<file path="src/hdl/sha_pad_pkg.sv">
// Shared types and constants for the SHA-1/SHA-256 message padder.
// No dependencies; imported by the padder and its checker.
package sha_pad_pkg;

    localparam int COUNT_W   = 61;
    localparam int WORD_W    = 32;
    localparam int SLOT_W    = 4;

    // Slot before the high length word, and the last slot of a block.
    localparam logic [SLOT_W-1:0] SLOT_BEFORE_LEN = 4'd13;
    localparam logic [SLOT_W-1:0] SLOT_LAST       = 4'd15;

    localparam logic [1:0] LANE_FULL = 2'd3;
    localparam logic [7:0] PAD_MARK  = 8'h80;

    typedef struct packed {
        logic [7:0] message_byte;
        logic       has_byte;
        logic       message_end;
    } msg_item_t;

    typedef struct packed {
        logic [WORD_W-1:0] word;
        logic              block_end;
        logic              padding_done;
    } blk_item_t;

    typedef enum logic [2:0] {
        PH_IDLE,
        PH_MARK,
        PH_ZERO,
        PH_HI,
        PH_LO
    } phase_t;

endpackage

</file>
<file path="src/hdl/sha_message_padder.sv">
// SHA-1/SHA-256 message padder: bytes in, big-endian words in 512-bit blocks out.
// Depends on sha_pad_pkg for the item structs, the phase enum and constants.
//
// The padder takes one message item per cycle while msg_ready is high.
// Bytes are packed big-endian into 32-bit words; each fourth byte loads a
// word into the output register as it is accepted, and stalls input only
// while that register holds an untaken word. An item with message_end
// starts the padding sequence: the word holding the 0x80 marker, zero words
// up to and including slot 13 of the block (running through a whole extra
// block when the marker word lands in slot 14 or 15), then the 64-bit bit
// length as a high and a low word. The padding words leave one per cycle
// from the phase sequencer unless the output stalls; a message end holds
// the input until the low length word is registered. The 61-bit byte
// length counter wraps, so the bit length wraps at 2^64. After the low
// length word, message state clears and a new message may start at once.
module sha_message_padder
(
    input  logic                   clk,
    input  logic                   rst_n,
    input  logic                   msg_valid,
    output logic                   msg_ready,
    input  sha_pad_pkg::msg_item_t msg_item,
    output logic                   blk_valid,
    input  logic                   blk_ready,
    output sha_pad_pkg::blk_item_t blk_item
);
    import sha_pad_pkg::*;

    phase_t             phase_reg,      phase_next;
    logic [COUNT_W-1:0] byte_count_reg, byte_count_next;
    logic [23:0]        partial_reg,    partial_next;
    logic [1:0]         lane_reg,       lane_next;
    logic [SLOT_W-1:0]  slot_reg,       slot_next;
    logic               out_valid_reg,  out_valid_next;
    blk_item_t          out_item_reg,   out_item_next;

    logic               out_free;
    logic               accept;
    logic [63:0]        bit_len;
    logic [WORD_W-1:0]  mark_word;

    // The output register can take a word when empty or being drained now.
    assign out_free  = !out_valid_reg || blk_ready;
    // Only a byte that completes a word needs the output register.
    assign msg_ready = (phase_reg == PH_IDLE) && (out_free || (lane_reg != LANE_FULL));
    assign accept    = msg_valid && msg_ready;
    assign bit_len   = {byte_count_reg, 3'b000};

    // Marker word: buffered bytes first, then 0x80, then zero fill.
    always_comb
    begin
        unique case (lane_reg)
            2'd0:    mark_word = {PAD_MARK, 24'h000000};
            2'd1:    mark_word = {partial_reg[7:0], PAD_MARK, 16'h0000};
            2'd2:    mark_word = {partial_reg[15:0], PAD_MARK, 8'h00};
            default: mark_word = {partial_reg[23:0], PAD_MARK};
        endcase
    end

    always_comb
    begin
        phase_next      = phase_reg;
        byte_count_next = byte_count_reg;
        partial_next    = partial_reg;
        lane_next       = lane_reg;
        slot_next       = slot_reg;
        out_valid_next  = out_valid_reg && !blk_ready;
        out_item_next   = out_item_reg;

        unique case (phase_reg)
            PH_IDLE:
            begin
                if (accept)
                begin
                    if (msg_item.has_byte)
                    begin
                        byte_count_next = byte_count_reg + COUNT_W'(1);
                        if (lane_reg == LANE_FULL)
                        begin
                            out_valid_next             = 1'b1;
                            out_item_next.word         = {partial_reg, msg_item.message_byte};
                            out_item_next.block_end    = (slot_reg == SLOT_LAST);
                            out_item_next.padding_done = 1'b0;
                            slot_next                  = slot_reg + SLOT_W'(1);
                            partial_next               = '0;
                            lane_next                  = '0;
                        end
                        else
                        begin
                            partial_next = {partial_reg[15:0], msg_item.message_byte};
                            lane_next    = lane_reg + 2'd1;
                        end
                    end
                    if (msg_item.message_end)
                    begin
                        phase_next = PH_MARK;
                    end
                end
            end
            PH_MARK, PH_ZERO:
            begin
                if (out_free)
                begin
                    out_valid_next             = 1'b1;
                    out_item_next.word         = (phase_reg == PH_MARK) ? mark_word : '0;
                    out_item_next.block_end    = (slot_reg == SLOT_LAST);
                    out_item_next.padding_done = 1'b0;
                    slot_next                  = slot_reg + SLOT_W'(1);
                    phase_next = (slot_reg == SLOT_BEFORE_LEN) ? PH_HI : PH_ZERO;
                end
            end
            PH_HI:
            begin
                if (out_free)
                begin
                    out_valid_next             = 1'b1;
                    out_item_next.word         = bit_len[63:32];
                    out_item_next.block_end    = 1'b0;
                    out_item_next.padding_done = 1'b0;
                    slot_next                  = slot_reg + SLOT_W'(1);
                    phase_next                 = PH_LO;
                end
            end
            PH_LO:
            begin
                if (out_free)
                begin
                    out_valid_next             = 1'b1;
                    out_item_next.word         = bit_len[31:0];
                    out_item_next.block_end    = 1'b1;
                    out_item_next.padding_done = 1'b1;
                    // The message is closed: start the next one from zero.
                    slot_next                  = '0;
                    byte_count_next            = '0;
                    partial_next               = '0;
                    lane_next                  = '0;
                    phase_next                 = PH_IDLE;
                end
            end
            default:
            begin
                phase_next = PH_IDLE;
            end
        endcase
    end

    always_ff @(posedge clk or negedge rst_n)
    begin
        if (!rst_n)
        begin
            phase_reg      <= PH_IDLE;
            byte_count_reg <= '0;
            partial_reg    <= '0;
            lane_reg       <= '0;
            slot_reg       <= '0;
            out_valid_reg  <= 1'b0;
        end
        else
        begin
            phase_reg      <= phase_next;
            byte_count_reg <= byte_count_next;
            partial_reg    <= partial_next;
            lane_reg       <= lane_next;
            slot_reg       <= slot_next;
            out_valid_reg  <= out_valid_next;
        end
    end

    always_ff @(posedge clk)
    begin
        out_item_reg <= out_item_next;
    end

    assign blk_valid = out_valid_reg;
    assign blk_item  = out_item_reg;

endmodule

</file>
<file path="config.mk">
export PLATFORM = sky130hd
export DESIGN_NAME = sha_message_padder
export DESIGN_NICKNAME = d
export VERILOG_FILES = /design/src/hdl/sha_pad_pkg.sv /design/src/hdl/sha_message_padder.sv
export SDC_FILE = /design/constraint.sdc
export NUM_CORES = 1
export LEC_CHECK = 0
export BUFFER_PORTS_ARGS = -buffer_cell sky130_fd_sc_hd__buf_2
export CAP_MARGIN = 20
export CORE_MARGIN = 3
export CORE_UTILIZATION = 45
export CTS_CLUSTER_SIZE = 25
export DETAILED_ROUTE_END_ITERATION = 8
export RECOVER_POWER = 25
export SLEW_MARGIN = 25
export SYNTH_ARGS = -nofsm -noshare
export SYNTH_HDL_FRONTEND = slang
export SYNTH_SLANG_ARGS = --single-unit
</file>
<file path="constraint.sdc">
create_clock -name clk -period 5.04 [get_ports clk]
set_input_delay 0.504 -clock clk [delete_from_list [all_inputs] [get_ports clk]]
set_output_delay 0.504 -clock clk [all_outputs]
set_load 0.02 [all_outputs]
</file>
# Word-level counts from Yosys, hierarchy flattened
# Index checks and enable logic that the tools add are counted.
dict set report totals {
  regBits 129
  input_bits 14
  elab_cells 90
}
dict set report op_classes {
  addsub 3
  eq_ne 18
  mux 41
  n_reduce_logical 19
}
# op n
set op_table {}
lappend op_table {{$mux W34} 6}
lappend op_table {{$mux W61} 3}
lappend op_table {{$pmux W34 S4} 1}
lappend op_table {{$pmux W61 S2} 1}
lappend op_table {{$mux W24} 4}
lappend op_table {{$pmux W32 S3} 1}
lappend op_table {{$add A61 B1 Y61 const B} 1}
lappend op_table {{$pmux W24 S2} 1}
lappend op_table {{$mux W32} 1}
lappend op_table {{$mux W4} 5}
lappend op_table {{$mux W3} 5}
lappend op_table {{$ne A2 B2 Y1 const B} 7}
lappend op_table {{$pmux W3 S4} 1}
lappend op_table {{$pmux W4 S3} 1}
lappend op_table {{$eq A4 B4 Y1 const B} 2}
lappend op_table {{$mux W2} 4}
lappend op_table {{$reduce_and A7 Y1} 1}
lappend op_table {{$eq A3 B2 Y1 const B} 2}
lappend op_table {{$reduce_and A6 Y1} 1}
lappend op_table {{$mux W1} 5}
lappend op_table {{$reduce_and A5 Y1} 1}
lappend op_table {{$add A4 B1 Y4 const B} 1}
lappend op_table {{$eq A2 B2 Y1 const B} 2}
lappend op_table {{$ne A2 B1 Y1 const B} 2}
lappend op_table {{other kinds (18)} 22}

# Longest topological paths before layout
# Gate-level depths: netlist of run 1.
dict set report logic_depth {
  ltp_word 7
  ltp_mapped 9
  mapped_depth_nobuf 7
}

# Least setup slack after synthesis of run 1
# OpenSTA, ideal clock, no wires.
dict set report synth_path {
  path_type {flip-flop to flip-flop}
  from {register lane_reg[0]}
  to {register slot_reg[3]}
  setup_time_ps 132
  arrival_time_ps 4356
  required_time_ps 4908
  slack_ps 552
  path_stages_with_launch 8
  path_buffers 1
  synth_period_minus_slack_ps 4488
  path_cell_list {dfrtp_1 > ha_1 > clkbuf_1 > nand3_1 > a211oi_1 > nand4_1 > xor2_1 > nor2_1}
}
dict set report synth_between {
  elab_chain_cells 6
  elab_cells_between_ends 8
  classes_between {eq/ne (4); reduce/logical (4)}
}
# item line
set synth_lines {}
lappend synth_lines {{start, declared} sha_message_padder.sv:32} ;# logic [1:0] lane_reg, lane_next;
lappend synth_lines {{start signal, assigned} sha_message_padder.sv:163} ;# lane_reg <= lane_next;
lappend synth_lines {{$ne A2 B2 Y1} sha_message_padder.sv:45} ;# assign msg_ready = (phase_reg == PH_IDLE) && (out_free || (lane_reg != LANE_FULL));
lappend synth_lines {{$logic_or A1 B1 Y1} sha_message_padder.sv:45}
lappend synth_lines {{$logic_and A1 B1 Y1} sha_message_padder.sv:45}
lappend synth_lines {{$logic_and A1 B1 Y1} sha_message_padder.sv:46} ;# assign accept = msg_valid && msg_ready;
lappend synth_lines {{$ne A2 B2 Y1 (no source line)} -}
lappend synth_lines {{$reduce_and A6 Y1 (no source line) *} -}
lappend synth_lines {{end signal, assigned} sha_message_padder.sv:164} ;# slot_reg <= slot_next;
lappend synth_lines {{end, declared} sha_message_padder.sv:33} ;# logic [SLOT_W-1:0] slot_reg, slot_next;
# Mark *: on every way between the ends. The rest lies on a longest branch, timed or not.
# A chain may end at the register's enable or synchronous reset.

==> impl_metrics.env, run 1 <==
export IMPL_finalWirelength_mm=20.2
export IMPL_violations="capacitance limit, slew limit"
export IMPL_antenna_found_initial=0
export IMPL_power_density_nw_per_um2=558
export IMPL_critPathBufInv=2
export IMPL_grtUsageTotal_pct=24.9
export IMPL_placed_cell_area_sq_um=7120
export IMPL_rsz0062_at_grt="false"
export IMPL_ys_types=55
export IMPL_drv_slew=55
export IMPL_clock_sinks=129
export IMPL_synth_adder_area_share_pct=1.29
export IMPL_worstPathCellList="clkbuf_1 > clkbuf_2"
export IMPL_run_status="finished, violations left"
export IMPL_slowest_delay_ns=2.15
export IMPL_hold_buffers=0
export IMPL_ys_ff_latch=129
export IMPL_leakagePower_uw=0.00315
export IMPL_holdCritPathClass="in2reg"
export IMPL_pwr_share_clk_pct=29.3
export IMPL_clockRootBuffer="clkbuf_16"
export IMPL_p_sw_uw=1670
export IMPL_drt_initial_drc_count=692
export IMPL_htreeDepth=4
export IMPL_synth_edff_count=34
export IMPL_yosysSeqAreaShare_pct=50.2
export IMPL_post_cts_buffers=0
export IMPL_die_h_um=129
export IMPL_pwr_share_seq_pct=38.8
export IMPL_path_max_fanout=54
export IMPL_worst_setup_path_type="in2async"
export IMPL_drt_pass1_iterations=7
export IMPL_worstReg2RegStart="phase_reg[1]"
export IMPL_initial_utilization_pct=46.2
export IMPL_io_buffers=49
export IMPL_grt_max_degree=55
export IMPL_dieWidth_um=129
export IMPL_cp_required_ns=5.41
export IMPL_min_path_cells=2
export IMPL_worst_slew_pin_slew_ns=3.11
export IMPL_setup_violations=0
export IMPL_ioPinCount=50
export IMPL_combPwrFrac_pct=31.9
export IMPL_slew_headroom_pct=-108
export IMPL_synth_top_family_by_area="simple AND/OR/NAND/NOR gates"
export IMPL_coreArea_sq_um=14600
export IMPL_largest_register_ffs=61
export IMPL_syn2layout_area_growth_pct=14.0
export IMPL_drive_gt1_share_pct=13.8
export IMPL_switching_share_pct=38.8
export IMPL_drv_cap=1
export IMPL_yosys_warnings=0
export IMPL_synthArstFlopShare_pct=73.6
export IMPL_intPower_uw=2630
export IMPL_route_detailed_drc=0
export IMPL_arrival_ns=3.86
export IMPL_wl_per_cell_um=22.0
export IMPL_grt_pass1_vias=5593
export IMPL_grt_pass1_wl_mm=31.8
export IMPL_period_needed_ns=3.49
export IMPL_crit_path_top_delay_cell="clkbuf_1"
export IMPL_cts_tree="done"
export IMPL_grt_ovfl_total=0
export IMPL_clk_path_buf_depth=2
export IMPL_setup_tns_ns=0
export IMPL_clock_skew_ns=0.0108
export IMPL_clock_latency_ns=0.43
export IMPL_cts_buffers=17
export IMPL_synth_compound_area_share_pct=20.7
export IMPL_num_vias=5936
export IMPL_r2r_setup_slack_ns=1.62
export IMPL_fill_cells=1316
export IMPL_hpwl_mm=13.9
export IMPL_syn_area_per_cell_sq_um=9.81
export IMPL_r2r_cells=7
export IMPL_hold_path_end="partial_reg[1]"
export IMPL_clkTransAtPathRegs_ns=0.06
export IMPL_hold_violations=0
export IMPL_ctsResizeCount=0
export IMPL_cp_start_kind="input pin"
export IMPL_synth_nets=711
export IMPL_syn_area_sq_um=6770
export IMPL_place_congestion=0.916
export IMPL_synth_simple_gate_area_share_pct=21.2
export IMPL_endpoint_kind="asynchronous set/reset pin"
export IMPL_synth_ff_type="dfrtp_1"
export IMPL_period_share_pct=69.2
export IMPL_min_from="msg_item[3]"
export IMPL_fin_nets=740
export IMPL_fmax_ghz=0.287
export IMPL_synth_xor_area_share_pct=1.68
export IMPL_vias_per_cell=6.48
export IMPL_die_area_sq_um=16500
export IMPL_row_count=44
export IMPL_muxShareOfSynthArea_pct=0.758
export IMPL_fin_area_sq_um=7710
export IMPL_vdd_drop_max_mv=0.270
export IMPL_ant_nets=0
export IMPL_diodes=0
export IMPL_synth_cells=690
export IMPL_worstReg2RegEnd="byte_count_reg[17]"
export IMPL_path_delay_family="buffers and inverters"
-- power groups by stage --
stage / sequential, uW / combinational, uW / clock (uW)
after floorplan: 1780 / 798 / 0
after global placement: 1670 / 1340 / 0
after detailed placement: 1670 / 1360 / 0
after CTS: 1660 / 1370 / 1280
final: 1670 / 1370 / 1260
after global routing: 1700 / 1490 / 1320
-- routing by layer --
metal | GRT usage [%] | wire length (um) | vias to the layer above
met5 | 0 | 0 | -
met4 | 9.45 | 518 | 0
met3 | 7.26 | 1650 | 40
met2 | 37.4 | 9100 | 243
met1 | 34.3 | 8890 | 2943
li1 | - | - | 2710
-- how the worst max path moves through the flow --
| stage | startpoint | to | slack, ns | cells after the start |
|---|---|---|---|---|
| 3_5_place_dp | phase_reg[1] | byte_count_reg[17] | 1.70 | 7 |
| 5_1_grt | rst_n | partial_reg[5] | 0.87 | 2 |
| 6_report | rst_n | lane_reg[1] | 1.55 | 2 |
| 2_1_floorplan | lane_reg[0] | slot_reg[3] | 0.55 | 7 |
| 3_3_place_gp | phase_reg[1] | byte_count_reg[17] | 1.91 | 7 |
| 4_1_cts | phase_reg[1] | byte_count_reg[17] | 1.72 | 7 |
-- placed cells by master (no fill, tap or decap), drive strengths merged, types with 6 or more instances in the layout --
master	synthesis	final
a21oi	54	54
a221oi	6	6
a222oi	18	18
a22o	29	29
a22oi	6	6
a31oi	9	9
and3	6	6
buf	13	53
clkbuf	32	19
dfrtp	95	95
edfxtp	34	34
ha	7	7
inv	24	31
nand2	79	79
nand3	36	36
nand4	25	25
nor2	33	33
nor3	11	11
nor4	10	10
o21ai	28	28
o31ai	23	23
or3	20	20
or4	26	26
xnor2	6	6
xor2	7	7
-- cell usage after synthesis (9+ instances only) --
master / n / area [sq um]
a21oi_1: 54 / 270
a222oi_1: 18 / 180
a22o_1: 29 / 254
a31oi_1: 9 / 56.3
clkbuf_1: 31 / 116
dfrtp_1: 95 / 2380
edfxtp_1: 34 / 1020
inv_1: 24 / 90.1
nand2_1: 79 / 297
nand3_1: 34 / 170
nand4_1: 24 / 150
nor2_1: 32 / 120
nor3_1: 11 / 55.1
o21ai_0: 28 / 140
o31ai_1: 23 / 173
or3_1: 20 / 125
or4_1: 26 / 195
-- metrics by stage --
stage	total power [uW]	util (%)	instances	setup WS, ns	hold WS [ns]
global route	4510	52.7	916	0.866	0.300
finish	4300	52.7	916	1.55	0.307
global placement	3000	48.6	884	1.91	0.489
detailed placement	3040	48.6	884	1.70	0.495
CTS	4310	52.7	916	1.72	0.162
floorplan	2580	-	690	0.552	0.208
-- layout make-up --
class | instances | area (sq um) | area share, %
multi-input combinational | 492 | 3110 | 40.3
tap | 184 | 230 | 2.98
timing repair buffer | 55 | 287 | 3.71
clock inverter | 15 | 175 | 2.27
sequential | 129 | 3400 | 44.1
inverter | 24 | 90.1 | 1.17
clock buffer | 17 | 425 | 5.52
-- logic make-up after synthesis --
kind of cell | after synthesis
AND/OR/NAND/NOR | 266
AO/OA/AOI/OAI | 201
flip-flops | 129
buffers and inverters | 69
XOR/XNOR | 13
adder cells (fa/ha/maj) | 7
multiplexers | 5
-- worst reg2reg max path: stages (launching register included) --
cell     delay (ns)
dfrtp_1        0.62
nor2_2         0.52
nand2_1        0.43
inv_1          0.79
nand2_1        0.50
nand2_1        0.18
a31oi_1        0.05
a41o_1         0.23
No activity file was read; power rests on OpenSTA's default activity.
==> run 2: changes to the inputs <==
==> constraint.sdc (replaced) <==
create_clock -name clk -period 3.4 [get_ports clk]
set_input_delay 0.34 -clock clk [delete_from_list [all_inputs] [get_ports clk]]
set_output_delay 0.34 -clock clk [all_outputs]
set_load 0.02 [all_outputs]
==> impl_metrics.env, run 2 (synthesis results as in run 1) <==
export IMPL_htreeDepth=4
export IMPL_critPathBufInv=0
export IMPL_power_density_nw_per_um2=814
export IMPL_clock_sinks=129
export IMPL_holdCritPathClass="in2reg"
export IMPL_cp_depth=5
export IMPL_diodes=0
export IMPL_cp_start_kind="flip-flop"
export IMPL_path_max_fanout=27
export IMPL_cts_tree="done"
export IMPL_finalWirelength_mm=20.2
export IMPL_run_status="finished, violations left"
export IMPL_die_h_um=129
export IMPL_worstReg2RegEnd="byte_count_reg[59]"
export IMPL_ctsResizeCount=0
export IMPL_vias_per_cell=6.53
export IMPL_worst_slew_pin_slew_ns=1.92
export IMPL_grtUsageTotal_pct=25.3
export IMPL_vdd_drop_max_mv=0.387
export IMPL_hold_violations=0
export IMPL_setup_violations=0
export IMPL_antenna_found_initial=1
export IMPL_drt_initial_drc_count=807
export IMPL_grt_pass1_wl_mm=32.1
export IMPL_layout_commonest_cell="dfrtp_1"
export IMPL_fmax_ghz=0.374
export IMPL_clockRootBuffer="clkbuf_16"
export IMPL_post_cts_buffers=0
export IMPL_grt_ovfl_total=0
export IMPL_crit_start="phase_reg[1]"
export IMPL_coreArea_sq_um=14600
export IMPL_grt_pass1_vias=5687
export IMPL_final_cell_mix="dfrtp_1 (95), nand2_1 (79), a21oi_1 (54)"
export IMPL_leakagePower_uw=0.00319
export IMPL_largest_register_ffs=61
export IMPL_rsz0062_at_grt="false"
export IMPL_place_inst=894
export IMPL_slew_headroom_pct=-28.2
export IMPL_drive_gt1_share_pct=14.7
export IMPL_die_area_sq_um=16500
export IMPL_initial_utilization_pct=46.2
export IMPL_row_count=44
export IMPL_path_delay_family="simple AND/OR/NAND/NOR gates"
export IMPL_crit_path_top_delay_cell="or4_1"
export IMPL_period_needed_ns=2.67
export IMPL_setup_tns_ns=0
export IMPL_num_vias=6051
export IMPL_fin_nets=751
export IMPL_drv_cap=1
export IMPL_dieWidth_um=129
export IMPL_endpoint_kind="flip-flop"
export IMPL_place_congestion=0.872
export IMPL_ioPinCount=50
export IMPL_clock_latency_ns=0.43
export IMPL_drt_pass1_iterations=6
export IMPL_worstSetupEndpoint="byte_count_reg[59]"
export IMPL_violations="capacitance limit, slew limit"
export IMPL_clkTransAtPathRegs_ns=0.06
export IMPL_hpwl_mm=14.1
export IMPL_grt_max_degree=73
export IMPL_io_buffers=49
export IMPL_clock_skew_ns=0.00881
export IMPL_cts_buffers=17
export IMPL_r2r_setup_slack_ns=0.73
export IMPL_clk_path_buf_depth=2
export IMPL_worstReg2RegStart="phase_reg[1]"
export IMPL_route_detailed_drc=0
export IMPL_wl_per_cell_um=21.8
export IMPL_arrival_ns=3.02
export IMPL_worst_setup_path_type="reg2reg"
export IMPL_finalNonFillerCells=927
export IMPL_syn2layout_area_growth_pct=15.1
export IMPL_period_share_pct=78.7
export IMPL_cp_required_ns=3.75
export IMPL_drv_slew=73
export IMPL_slowest_delay_ns=0.65
export IMPL_worstPathCellList="nor2_2 > o211a_2 > nand3_2 > or4_1 > a21oi_1"
export IMPL_ant_nets=0
export IMPL_r2r_cells=5
run 2: layout make-up:
| cell class | instances | area [sq um] |
|---|---|---|
| sequential | 129 | 3400 |
| fill | 1300 | 6850 |
| inverter | 24 | 90.1 |
| clock inverter | 12 | 134 |
| timing repair buffer | 66 | 387 |
| tap | 184 | 230 |
| multi-input combinational | 492 | 3110 |
| clock buffer | 20 | 447 |
run 2: how the worst min path moves through the flow:
stage	start	endpoint	slack, ns	cells after the start
finish	msg_item[2]	partial_reg[0]	0.15	2
global route	msg_item[2]	partial_reg[0]	0.14	2
CTS	rst_n	partial_reg[17]	0.10	1
detailed placement	partial_reg[23]	partial_reg[23]	0.49	1
global placement	partial_reg[20]	partial_reg[20]	0.49	1
floorplan	rst_n	blk_valid	0.04	0
run 2: metrics by stage:
| step | total power (uW) | util, % | setup WS (ns) | instance area, sq um | hold slack (ns) |
|---|---|---|---|---|---|
| global route | 6670 | 53.2 | 0.559 | 7790 | 0.144 |
| global placement | 4500 | 49.2 | 0.874 | 7210 | 0.491 |
| finish | 6350 | 53.2 | 0.726 | 7790 | 0.148 |
| detailed placement | 4540 | 49.2 | 0.776 | 7210 | 0.492 |
| CTS | 6360 | 53.2 | 0.750 | 7790 | 0.101 |
| floorplan | 3820 | - | 0.256 | 6770 | 0.0444 |
run 2: repair_timing:
item                                    4_1_cts  5_1_grt
hold buffers                                  0        1
hold endpoints to repair                      0       20
endpoints found under the setup margin        0        0
run 2: power by group:
part	switching [uW]	internal (uW)	leakage (uW)	total, uW
Clock	710	1100	0.000269	1810
Sequential	305	2110	0.00162	2420
Combinational	1400	721	0.00130	2120
Total	2420	3930	0.00319	6350
run 2: routing by layer:
metal | wire [um] | GRT usage (%) | part of all wire (%)
met5 | 10 | 0 | 0.050
met4 | 743 | 11.4 | 3.7
met3 | 1670 | 6.60 | 8.3
met2 | 8880 | 36.9 | 44
met1 | 8880 | 35.4 | 44
